`src/hw/rtl/tmht_pkg.sv`:
```
// Shared constants, types and helpers for the triangle mesh hit test unit.
// Used by tmht_edge_unit and triangle_mesh_hit_test_unit.
package tmht_pkg;

  localparam int MAX_POINTS  = 16;
  localparam int MAX_INDICES = 48;
  localparam int COORD_BITS  = 16;
  localparam int IN_BITS     = 16;
  localparam int PI_BITS     = 8;
  localparam int TRI_SIZE    = 3;

  localparam int PIDX_W = $clog2(MAX_POINTS);
  localparam int PCNT_W = $clog2(MAX_POINTS + 1);
  localparam int SLOT_W = $clog2(MAX_INDICES);
  localparam int ICNT_W = $clog2(MAX_INDICES + 1);
  localparam int CMP_W  = (PI_BITS > PCNT_W) ? PI_BITS : PCNT_W;

  // Room for coordinate plus offset without overflow.
  localparam int WIDE_W = ((COORD_BITS > IN_BITS) ? COORD_BITS : IN_BITS) + 2;
  localparam int DIFF_W = WIDE_W - 1;
  localparam int PROD_W = 2 * DIFF_W;

  localparam int CMAX = (1 << (COORD_BITS - 1)) - 1;
  localparam int CMIN = -CMAX - 1;

  typedef enum logic [2:0] {
    OP_CLEAR      = 3'd0,
    OP_APPEND_PT  = 3'd1,
    OP_APPEND_IDX = 3'd2,
    OP_MOVE       = 3'd3,
    OP_TEST       = 3'd4
  } op_t;

  typedef enum logic [1:0] {
    ST_OK     = 2'd0,
    ST_NO_TRI = 2'd1,
    ST_DROP   = 2'd2
  } status_t;

  typedef enum logic [3:0] {
    S_IDLE, S_EXEC, S_MV_BASE, S_MV_RUN,
    S_HT_I0, S_HT_I1, S_HT_I2, S_HT_P0, S_HT_P1, S_HT_P2,
    S_HT_E0, S_HT_E1, S_HT_E2, S_HT_E3, S_DONE
  } state_t;

  typedef struct packed {
    logic signed [COORD_BITS-1:0] x;
    logic signed [COORD_BITS-1:0] y;
  } point_t;

  function automatic logic signed [COORD_BITS-1:0] sat_coord(
    input logic signed [WIDE_W-1:0] v
  );
    logic signed [WIDE_W-1:0] hi;
    logic signed [WIDE_W-1:0] lo;
    logic signed [WIDE_W-1:0] r;
    hi = WIDE_W'(CMAX);
    lo = WIDE_W'(CMIN);
    r  = v;
    if (v > hi) r = hi;
    if (v < lo) r = lo;
    return r[COORD_BITS-1:0];
  endfunction

endpackage

```
`src/hw/rtl/triangle_mesh_hit_test_unit.sv`:
```
// Triangle mesh hit test unit: point and index memories with a sequencer.
// Depends on tmht_pkg and tmht_edge_unit.
//
// Usage:
//   Input requests (in_valid/in_stall) carry op, x, y and point index. Each
//   request yields exactly one result (out_valid/out_stall) with hit and
//   status. One request is worked on at a time; in_stall is high while it
//   runs. A finished result sits in the output register, and the next
//   request is taken from the cycle after it loads there.
// Request handling:
//   clear, append point, append index, unused codes, and move or test with
//   no whole triangle: done in S_EXEC, then the result waits in S_DONE.
//   move: reads point 0 for the offset, then one point read-modify-write per
//   cycle through the single point memory port.
//   hit test: for each triangle walked, the index reads go through the single
//   index memory port and the point reads through the single point memory
//   port, then the edge unit tests each edge. The walk stops at the first hit.
// Reset (synchronous, rst_n low) empties the mesh and the output register;
// memory contents are not cleared and need no clearing pass.
// While out_stall is high a valid result holds and a finished request waits.
module triangle_mesh_hit_test_unit (
  input  logic                                clk,
  input  logic                                rst_n,
  input  logic                                in_valid,
  output logic                                in_stall,
  input  logic [2:0]                          in_op,
  input  logic signed [tmht_pkg::IN_BITS-1:0] in_x_coord,
  input  logic signed [tmht_pkg::IN_BITS-1:0] in_y_coord,
  input  logic [tmht_pkg::PI_BITS-1:0]        in_point_index,
  output logic                                out_valid,
  input  logic                                out_stall,
  output logic                                out_hit,
  output logic [1:0]                          out_status
);
  import tmht_pkg::*;

  state_t state_r, state_nxt;
  logic [PCNT_W-1:0] pcount_r, pcount_nxt;
  logic [ICNT_W-1:0] icount_r, icount_nxt;
  logic [2:0]        op_r;
  logic signed [IN_BITS-1:0] x_r, y_r;
  logic [PI_BITS-1:0] pi_r;
  logic signed [DIFF_W-1:0] dx_r, dx_nxt, dy_r, dy_nxt;
  logic [PIDX_W-1:0] idx_r, idx_nxt;
  logic [ICNT_W-1:0] slot_r, slot_nxt;
  logic [PIDX_W-1:0] ia_r, ia_nxt, ib_r, ib_nxt, ic_r, ic_nxt;
  point_t va_r, va_nxt, vb_r, vb_nxt, vc_r, vc_nxt;
  logic e0_r, e0_nxt, e1_r, e1_nxt;
  logic res_hit_r, res_hit_nxt;
  status_t res_status_r, res_status_nxt;
  logic out_valid_r, out_hit_r;
  status_t out_status_r;
  logic out_load;

  // Point memory
  point_t pmem [MAX_POINTS];
  logic pm_we;
  logic [PIDX_W-1:0] pm_waddr, pm_raddr;
  point_t pm_wdata, pm_rdata_r;

  // Index memory
  logic [PIDX_W-1:0] imem [MAX_INDICES];
  logic im_we;
  logic [SLOT_W-1:0] im_waddr, im_raddr;
  logic [PIDX_W-1:0] im_wdata, im_rdata_r;

  // Edge unit
  point_t ea, eb;
  logic epos;

  logic accept;
  logic [PCNT_W-1:0] nidx;
  logic [ICNT_W:0]   slot_end;

  always_ff @(posedge clk) begin
    if (pm_we) begin
      pmem[pm_waddr] <= pm_wdata;
    end
    pm_rdata_r <= pmem[pm_raddr];
  end

  always_ff @(posedge clk) begin
    if (im_we) begin
      imem[im_waddr] <= im_wdata;
    end
    im_rdata_r <= imem[im_raddr];
  end

  tmht_edge_unit u_edge (
    .clk (clk),
    .pa  (ea),
    .pb  (eb),
    .qx  (x_r),
    .qy  (y_r),
    .pos (epos)
  );

  assign in_stall = (state_r != S_IDLE);
  assign accept   = in_valid && !in_stall;
  assign out_load = (state_r == S_DONE) && (!out_valid_r || !out_stall);
  assign nidx     = PCNT_W'(idx_r) + PCNT_W'(1);
  assign slot_end = (ICNT_W+1)'(slot_r) + (ICNT_W+1)'(TRI_SIZE);

  always_ff @(posedge clk) begin
    if (!rst_n) begin
      state_r     <= S_IDLE;
      pcount_r    <= '0;
      icount_r    <= '0;
      out_valid_r <= 1'b0;
    end else begin
      state_r  <= state_nxt;
      pcount_r <= pcount_nxt;
      icount_r <= icount_nxt;
      if (out_load) begin
        out_valid_r <= 1'b1;
      end else if (!out_stall) begin
        out_valid_r <= 1'b0;
      end
    end
  end

  always_ff @(posedge clk) begin
    if (accept) begin
      op_r <= in_op;
      x_r  <= in_x_coord;
      y_r  <= in_y_coord;
      pi_r <= in_point_index;
    end
    dx_r         <= dx_nxt;
    dy_r         <= dy_nxt;
    idx_r        <= idx_nxt;
    slot_r       <= slot_nxt;
    ia_r         <= ia_nxt;
    ib_r         <= ib_nxt;
    ic_r         <= ic_nxt;
    va_r         <= va_nxt;
    vb_r         <= vb_nxt;
    vc_r         <= vc_nxt;
    e0_r         <= e0_nxt;
    e1_r         <= e1_nxt;
    res_hit_r    <= res_hit_nxt;
    res_status_r <= res_status_nxt;
    if (out_load) begin
      out_hit_r    <= res_hit_r;
      out_status_r <= res_status_r;
    end
  end

  always_comb begin
    state_nxt      = state_r;
    pcount_nxt     = pcount_r;
    icount_nxt     = icount_r;
    dx_nxt         = dx_r;
    dy_nxt         = dy_r;
    idx_nxt        = idx_r;
    slot_nxt       = slot_r;
    ia_nxt         = ia_r;
    ib_nxt         = ib_r;
    ic_nxt         = ic_r;
    va_nxt         = va_r;
    vb_nxt         = vb_r;
    vc_nxt         = vc_r;
    e0_nxt         = e0_r;
    e1_nxt         = e1_r;
    res_hit_nxt    = res_hit_r;
    res_status_nxt = res_status_r;
    pm_we          = 1'b0;
    pm_waddr       = pcount_r[PIDX_W-1:0];
    pm_wdata.x     = sat_coord(WIDE_W'(x_r));
    pm_wdata.y     = sat_coord(WIDE_W'(y_r));
    pm_raddr       = '0;
    im_we          = 1'b0;
    im_waddr       = icount_r[SLOT_W-1:0];
    im_wdata       = pi_r[PIDX_W-1:0];
    im_raddr       = slot_r[SLOT_W-1:0];
    ea             = va_r;
    eb             = vb_r;

    unique case (state_r)
      S_IDLE: begin
        if (accept) begin
          state_nxt = S_EXEC;
        end
      end

      S_EXEC: begin
        res_hit_nxt    = 1'b0;
        res_status_nxt = ST_OK;
        state_nxt      = S_DONE;
        unique case (op_r)
          OP_CLEAR: begin
            pcount_nxt = '0;
            icount_nxt = '0;
          end
          OP_APPEND_PT: begin
            if (pcount_r < PCNT_W'(MAX_POINTS)) begin
              pm_we      = 1'b1;
              pcount_nxt = pcount_r + PCNT_W'(1);
            end else begin
              res_status_nxt = ST_DROP;
            end
          end
          OP_APPEND_IDX: begin
            if (CMP_W'(pi_r) < CMP_W'(pcount_r) &&
                icount_r < ICNT_W'(MAX_INDICES)) begin
              im_we      = 1'b1;
              icount_nxt = icount_r + ICNT_W'(1);
            end else begin
              res_status_nxt = ST_DROP;
            end
          end
          OP_MOVE: begin
            if (icount_r < ICNT_W'(TRI_SIZE)) begin
              res_status_nxt = ST_NO_TRI;
            end else begin
              pm_raddr  = '0;
              state_nxt = S_MV_BASE;
            end
          end
          OP_TEST: begin
            if (icount_r < ICNT_W'(TRI_SIZE)) begin
              res_status_nxt = ST_NO_TRI;
            end else begin
              slot_nxt  = '0;
              state_nxt = S_HT_I0;
            end
          end
          default: begin
          end
        endcase
      end

      S_MV_BASE: begin
        // offset taken from point 0 as stored
        dx_nxt    = DIFF_W'(x_r) - DIFF_W'(pm_rdata_r.x);
        dy_nxt    = DIFF_W'(y_r) - DIFF_W'(pm_rdata_r.y);
        pm_raddr  = '0;
        idx_nxt   = '0;
        state_nxt = S_MV_RUN;
      end

      S_MV_RUN: begin
        // write back the point read last cycle, fetch the next one
        pm_we      = 1'b1;
        pm_waddr   = idx_r;
        pm_wdata.x = sat_coord(WIDE_W'(pm_rdata_r.x) + WIDE_W'(dx_r));
        pm_wdata.y = sat_coord(WIDE_W'(pm_rdata_r.y) + WIDE_W'(dy_r));
        if (nidx < pcount_r) begin
          pm_raddr = nidx[PIDX_W-1:0];
          idx_nxt  = nidx[PIDX_W-1:0];
        end else begin
          state_nxt = S_DONE;
        end
      end

      S_HT_I0: begin
        slot_nxt  = slot_r + ICNT_W'(1);
        state_nxt = S_HT_I1;
      end

      S_HT_I1: begin
        ia_nxt    = im_rdata_r;
        slot_nxt  = slot_r + ICNT_W'(1);
        state_nxt = S_HT_I2;
      end

      S_HT_I2: begin
        ib_nxt    = im_rdata_r;
        slot_nxt  = slot_r + ICNT_W'(1);
        state_nxt = S_HT_P0;
      end

      S_HT_P0: begin
        ic_nxt    = im_rdata_r;
        pm_raddr  = ia_r;
        state_nxt = S_HT_P1;
      end

      S_HT_P1: begin
        va_nxt    = pm_rdata_r;
        pm_raddr  = ib_r;
        state_nxt = S_HT_P2;
      end

      S_HT_P2: begin
        vb_nxt    = pm_rdata_r;
        pm_raddr  = ic_r;
        state_nxt = S_HT_E0;
      end

      S_HT_E0: begin
        vc_nxt    = pm_rdata_r;
        ea        = va_r;
        eb        = vb_r;
        state_nxt = S_HT_E1;
      end

      S_HT_E1: begin
        ea        = vb_r;
        eb        = vc_r;
        e0_nxt    = epos;
        state_nxt = S_HT_E2;
      end

      S_HT_E2: begin
        ea        = vc_r;
        eb        = va_r;
        e1_nxt    = epos;
        state_nxt = S_HT_E3;
      end

      S_HT_E3: begin
        if (e0_r == e1_r && e1_r == epos) begin
          res_hit_nxt = 1'b1;
          state_nxt   = S_DONE;
        end else if (slot_end <= (ICNT_W+1)'(icount_r)) begin
          // next whole triangle
          state_nxt = S_HT_I0;
        end else begin
          state_nxt = S_DONE;
        end
      end

      S_DONE: begin
        if (out_load) begin
          state_nxt = S_IDLE;
        end
      end

      default: begin
        state_nxt = S_IDLE;
      end
    endcase
  end

  assign out_valid  = out_valid_r;
  assign out_hit    = out_hit_r;
  assign out_status = out_status_r;

endmodule

```
`src/hw/rtl/tmht_edge_unit.sv`:
```
// Edge-function unit: registers the two product terms of the cross product of one edge and query.
// Depends on tmht_pkg.
module tmht_edge_unit (
  input  logic                                clk,
  input  tmht_pkg::point_t                    pa,
  input  tmht_pkg::point_t                    pb,
  input  logic signed [tmht_pkg::IN_BITS-1:0] qx,
  input  logic signed [tmht_pkg::IN_BITS-1:0] qy,
  output logic                                pos
);
  import tmht_pkg::*;

  logic signed [DIFF_W-1:0] d1, d2, d3, d4;
  logic signed [PROD_W-1:0] p1, p2;
  logic signed [PROD_W-1:0] p1_r, p2_r;

  assign d1 = DIFF_W'(pa.x) - DIFF_W'(qx);
  assign d2 = DIFF_W'(pb.y) - DIFF_W'(pa.y);
  assign d3 = DIFF_W'(pb.x) - DIFF_W'(pa.x);
  assign d4 = DIFF_W'(pa.y) - DIFF_W'(qy);
  assign p1 = d1 * d2;
  assign p2 = d3 * d4;

  always_ff @(posedge clk) begin
    p1_r <= p1;
    p2_r <= p2;
  end

  // Cross product strictly positive.
  assign pos = p1_r > p2_r;

endmodule

```
`config.mk`:
```
export PLATFORM = sky130hd
export DESIGN_NAME = triangle_mesh_hit_test_unit
export DESIGN_NICKNAME = d
export VERILOG_FILES = /design/src/hw/rtl/tmht_pkg.sv /design/src/hw/rtl/triangle_mesh_hit_test_unit.sv /design/src/hw/rtl/tmht_edge_unit.sv
export SDC_FILE = /design/constraint.sdc
export NUM_CORES = 2
export LEC_CHECK = 0
export BUFFER_PORTS_ARGS = -buffer_cell sky130_fd_sc_hd__buf_2
export CAP_MARGIN = 20
export CORE_ASPECT_RATIO = 0.7
export CORE_MARGIN = 2
export CORE_UTILIZATION = 50
export CTS_CLUSTER_DIAMETER = 50
export DETAILED_ROUTE_END_ITERATION = 6
export GPL_TIMING_DRIVEN = 0
export PLACE_DENSITY = 0.65
export SLEW_MARGIN = 20
export SYNTH_ARGS = -nofsm -noshare
export SYNTH_HDL_FRONTEND = slang
export SYNTH_SLANG_ARGS = --single-unit
```
`constraint.sdc`:
```
create_clock -name clk -period 20.1 [get_ports clk]
set_clock_uncertainty 0.15 [all_clocks]
set_input_delay 2.01 -clock clk [delete_from_list [all_inputs] [get_ports clk]]
set_output_delay 2.01 -clock clk [all_outputs]
set_load 0.03 [all_outputs]
```
==> impl_metrics.toml <==
[worst_hold_path]
min_path_type = "flip-flop to flip-flop"

[synth]
syn-cell-area_um2 = 68200
ys_seq_area_frac = 0.435
async_reset_ff_frac = 0
syn_inst = 6081
yosysUniqueCellTypes = 91
synth-warning-count = 0
yosys.area.top_type = "edfxtp_1"
synth_edf_count = 907
syn_nets = 7073
synthDominantCellAreaShare = 0.399
ys.flop_type = "edfxtp_1"
syn-mean-instance-area_um2 = 11.2
synth_seq_cells = 1027
synthTopCellsByArea = "edfxtp_1, fa_1, ha_1, inv_1, nand2_1"

[global_route]
grt_pass1_vias = 47500
grt_start_max_net_pins = 32
grt_overflow = 0
antenna_found_initial = 5
grt_pass1_wl_mm = 296
grt_util_all_layers = 0.283

[clock_tree]
cts_buffers = 106
cts_sinks = 1027
cts_tree = "yes"
h-tree-depth = 3
clk_latency_ps = 760
ctsResizeCount = 0
clockBufferDepth = 3
clkSlewWorstSetupHoldPaths_ps = 60
postCtsHoldBufs = 0
post_cts_buffers = 0
clock-root-buffer = "clkbuf_16"

[cells_and_area]
layout.nets = 7275
layout_commonest_cell = "edfxtp_1"
drive_above_1_share = 0.0685
regArea_um2 = 29600
multiInputGateArea_um2 = 34800
fillerInstances = 11400
final_cell_mix = "edfxtp_1, inv_1, nand2_1"
area_growth_pct = 10.6

[floorplan]
pin_count = 52
initial_core_util = 0.503
die_w_um = 445
core_area_um2 = 135000
dieArea_um2 = 139000
std_cell_rows = 113
die_h_um = 313

[drt]
antenna_left = 0
vias = 48400
drt_iter0_markers = 5754
drcViolationCount = 0
via_per_inst = 5.93
dr.pass1.iters = 6
wl_per_cell_um = 23.8
wl_mm = 194

[sta]
tightest_slew_ps = 1260
fin_crit_ps = 12810
relSlewSlack = 0.157
fin_crit_sh = 0.637
whs_ps = 309
rsz0062_at_grt = "no"
drv_slew = 0
max_freq_mhz = 78.1
timing.final.hold_violations = 0
fin_tns_setup_ps = 0
setup_viol = 0

[placement]
io_buffers = 51
gp_congestion = 0.969
dp_hpwl_mm = 151

[worst_setup_path]
crit_path_max_fanout = 10
critPathSlowestCell = "buf_1"
worstSetupPathType = "flip-flop to flip-flop"
endpoint_kind = "flip-flop"
start_kind = "flip-flop"
arrival_ps = 13340
crit_path_max_incr_delay_ps = 770
required_ps = 20630
critPathMostFrequentCell = "fa_1"

[run_status]
status = "completed"

[flow_run]
maxCapViolCount = 0
-- layout make-up --
class,count,share of cell area
sequential,1027,0.393
buffer,259,0.0134
timing repair buffer,94,0.0132
multi-input combinational,3977,0.461
clock buffer,128,0.0371
inverter,818,0.0407
clock inverter,72,0.0119
tap,1782,0.0296
antenna,3,0.0000995
-- state kept, by name (all words and copies together), names as in the netlist, 5 cells and up --
name	count
pcount_r	5
pm_rdata_r	32
va_r	32
dy_r	17
u_edge.p2_r	34
pi_r	8
x_r	16
imem	192
icount_r	6
vc_r	32
vb_r	32
u_edge.p1_r	34
im_raddr	6
y_r	16
dx_r	17
pmem	512
-- logic make-up after synthesis --
group,after synthesis,share of synthesized area
fa+ha+maj,950,0.240
xor+xnor,206,0.0266
compound gates,1007,0.106
buf+inv,1077,0.0598
flops,1027,0.435
simple gates,1742,0.116
mux,72,0.0172
-- Yosys cell counts (45+ instances only) --
master and count:
a211oi_1 185, a21o_1 76, a21oi_1 182, a22oi_1 67, a311oi_1 65, a31oi_1 92
and2_1 77, and3_1 161, clkbuf_1 225, dfxtp_1 120, edfxtp_1 907, fa_1 601
ha_1 344, inv_1 815, nand2_1 772, nand2b_1 45, nand3_1 68, nor2_1 394
nor2b_1 61, nor3_1 66, o21ai_0 86, xnor2_1 143, xor2_1 62
-- through the flow --
step	instances	util	instance area [um2]	setup slack, ps
2_1_floorplan	6081	-	68200	10490
3_5_place_dp	7955	0.529	71600	7580
4_1_cts	8155	0.556	75300	7520
5_1_grt	8157	0.557	75400	6810
6_report	8160	0.557	75400	7290
3_3_place_gp	7914	0.522	70700	7600
-- worst paths after layout --
path / slack (ps) / to / startpoint / cells past startpoint
min: 310 / ic_r[2] / im_rdata_r[2] / 0
min reg2reg: 310 / ic_r[2] / im_rdata_r[2] / 0
max reg2reg: 7290 / u_edge.p1_r[33] / state_r[3] / 39
max: 7290 / u_edge.p1_r[33] / state_r[3] / 39
-- worst max-delay path: cells and delay by family, from the launching register on --
family	cells	cell delay, ps
AOI/OAI and AO/OA	17	4710
adders and majority gates	8	3760
buffers and inverters	9	2440
xor gates and xnor gates	2	770
and+or+nand+nor	3	570
DFF	1	300
-- layer usage --
metal	global-route usage	routed length, um
met4	0.0619	4180
met2	0.390	78300
met5	0	0
met1	0.450	89900
met3	0.0696	21800
Power is left out: the tool's default activity adds up to more than one toggle a clock period on the data nets, which glitch-free logic cannot reach.
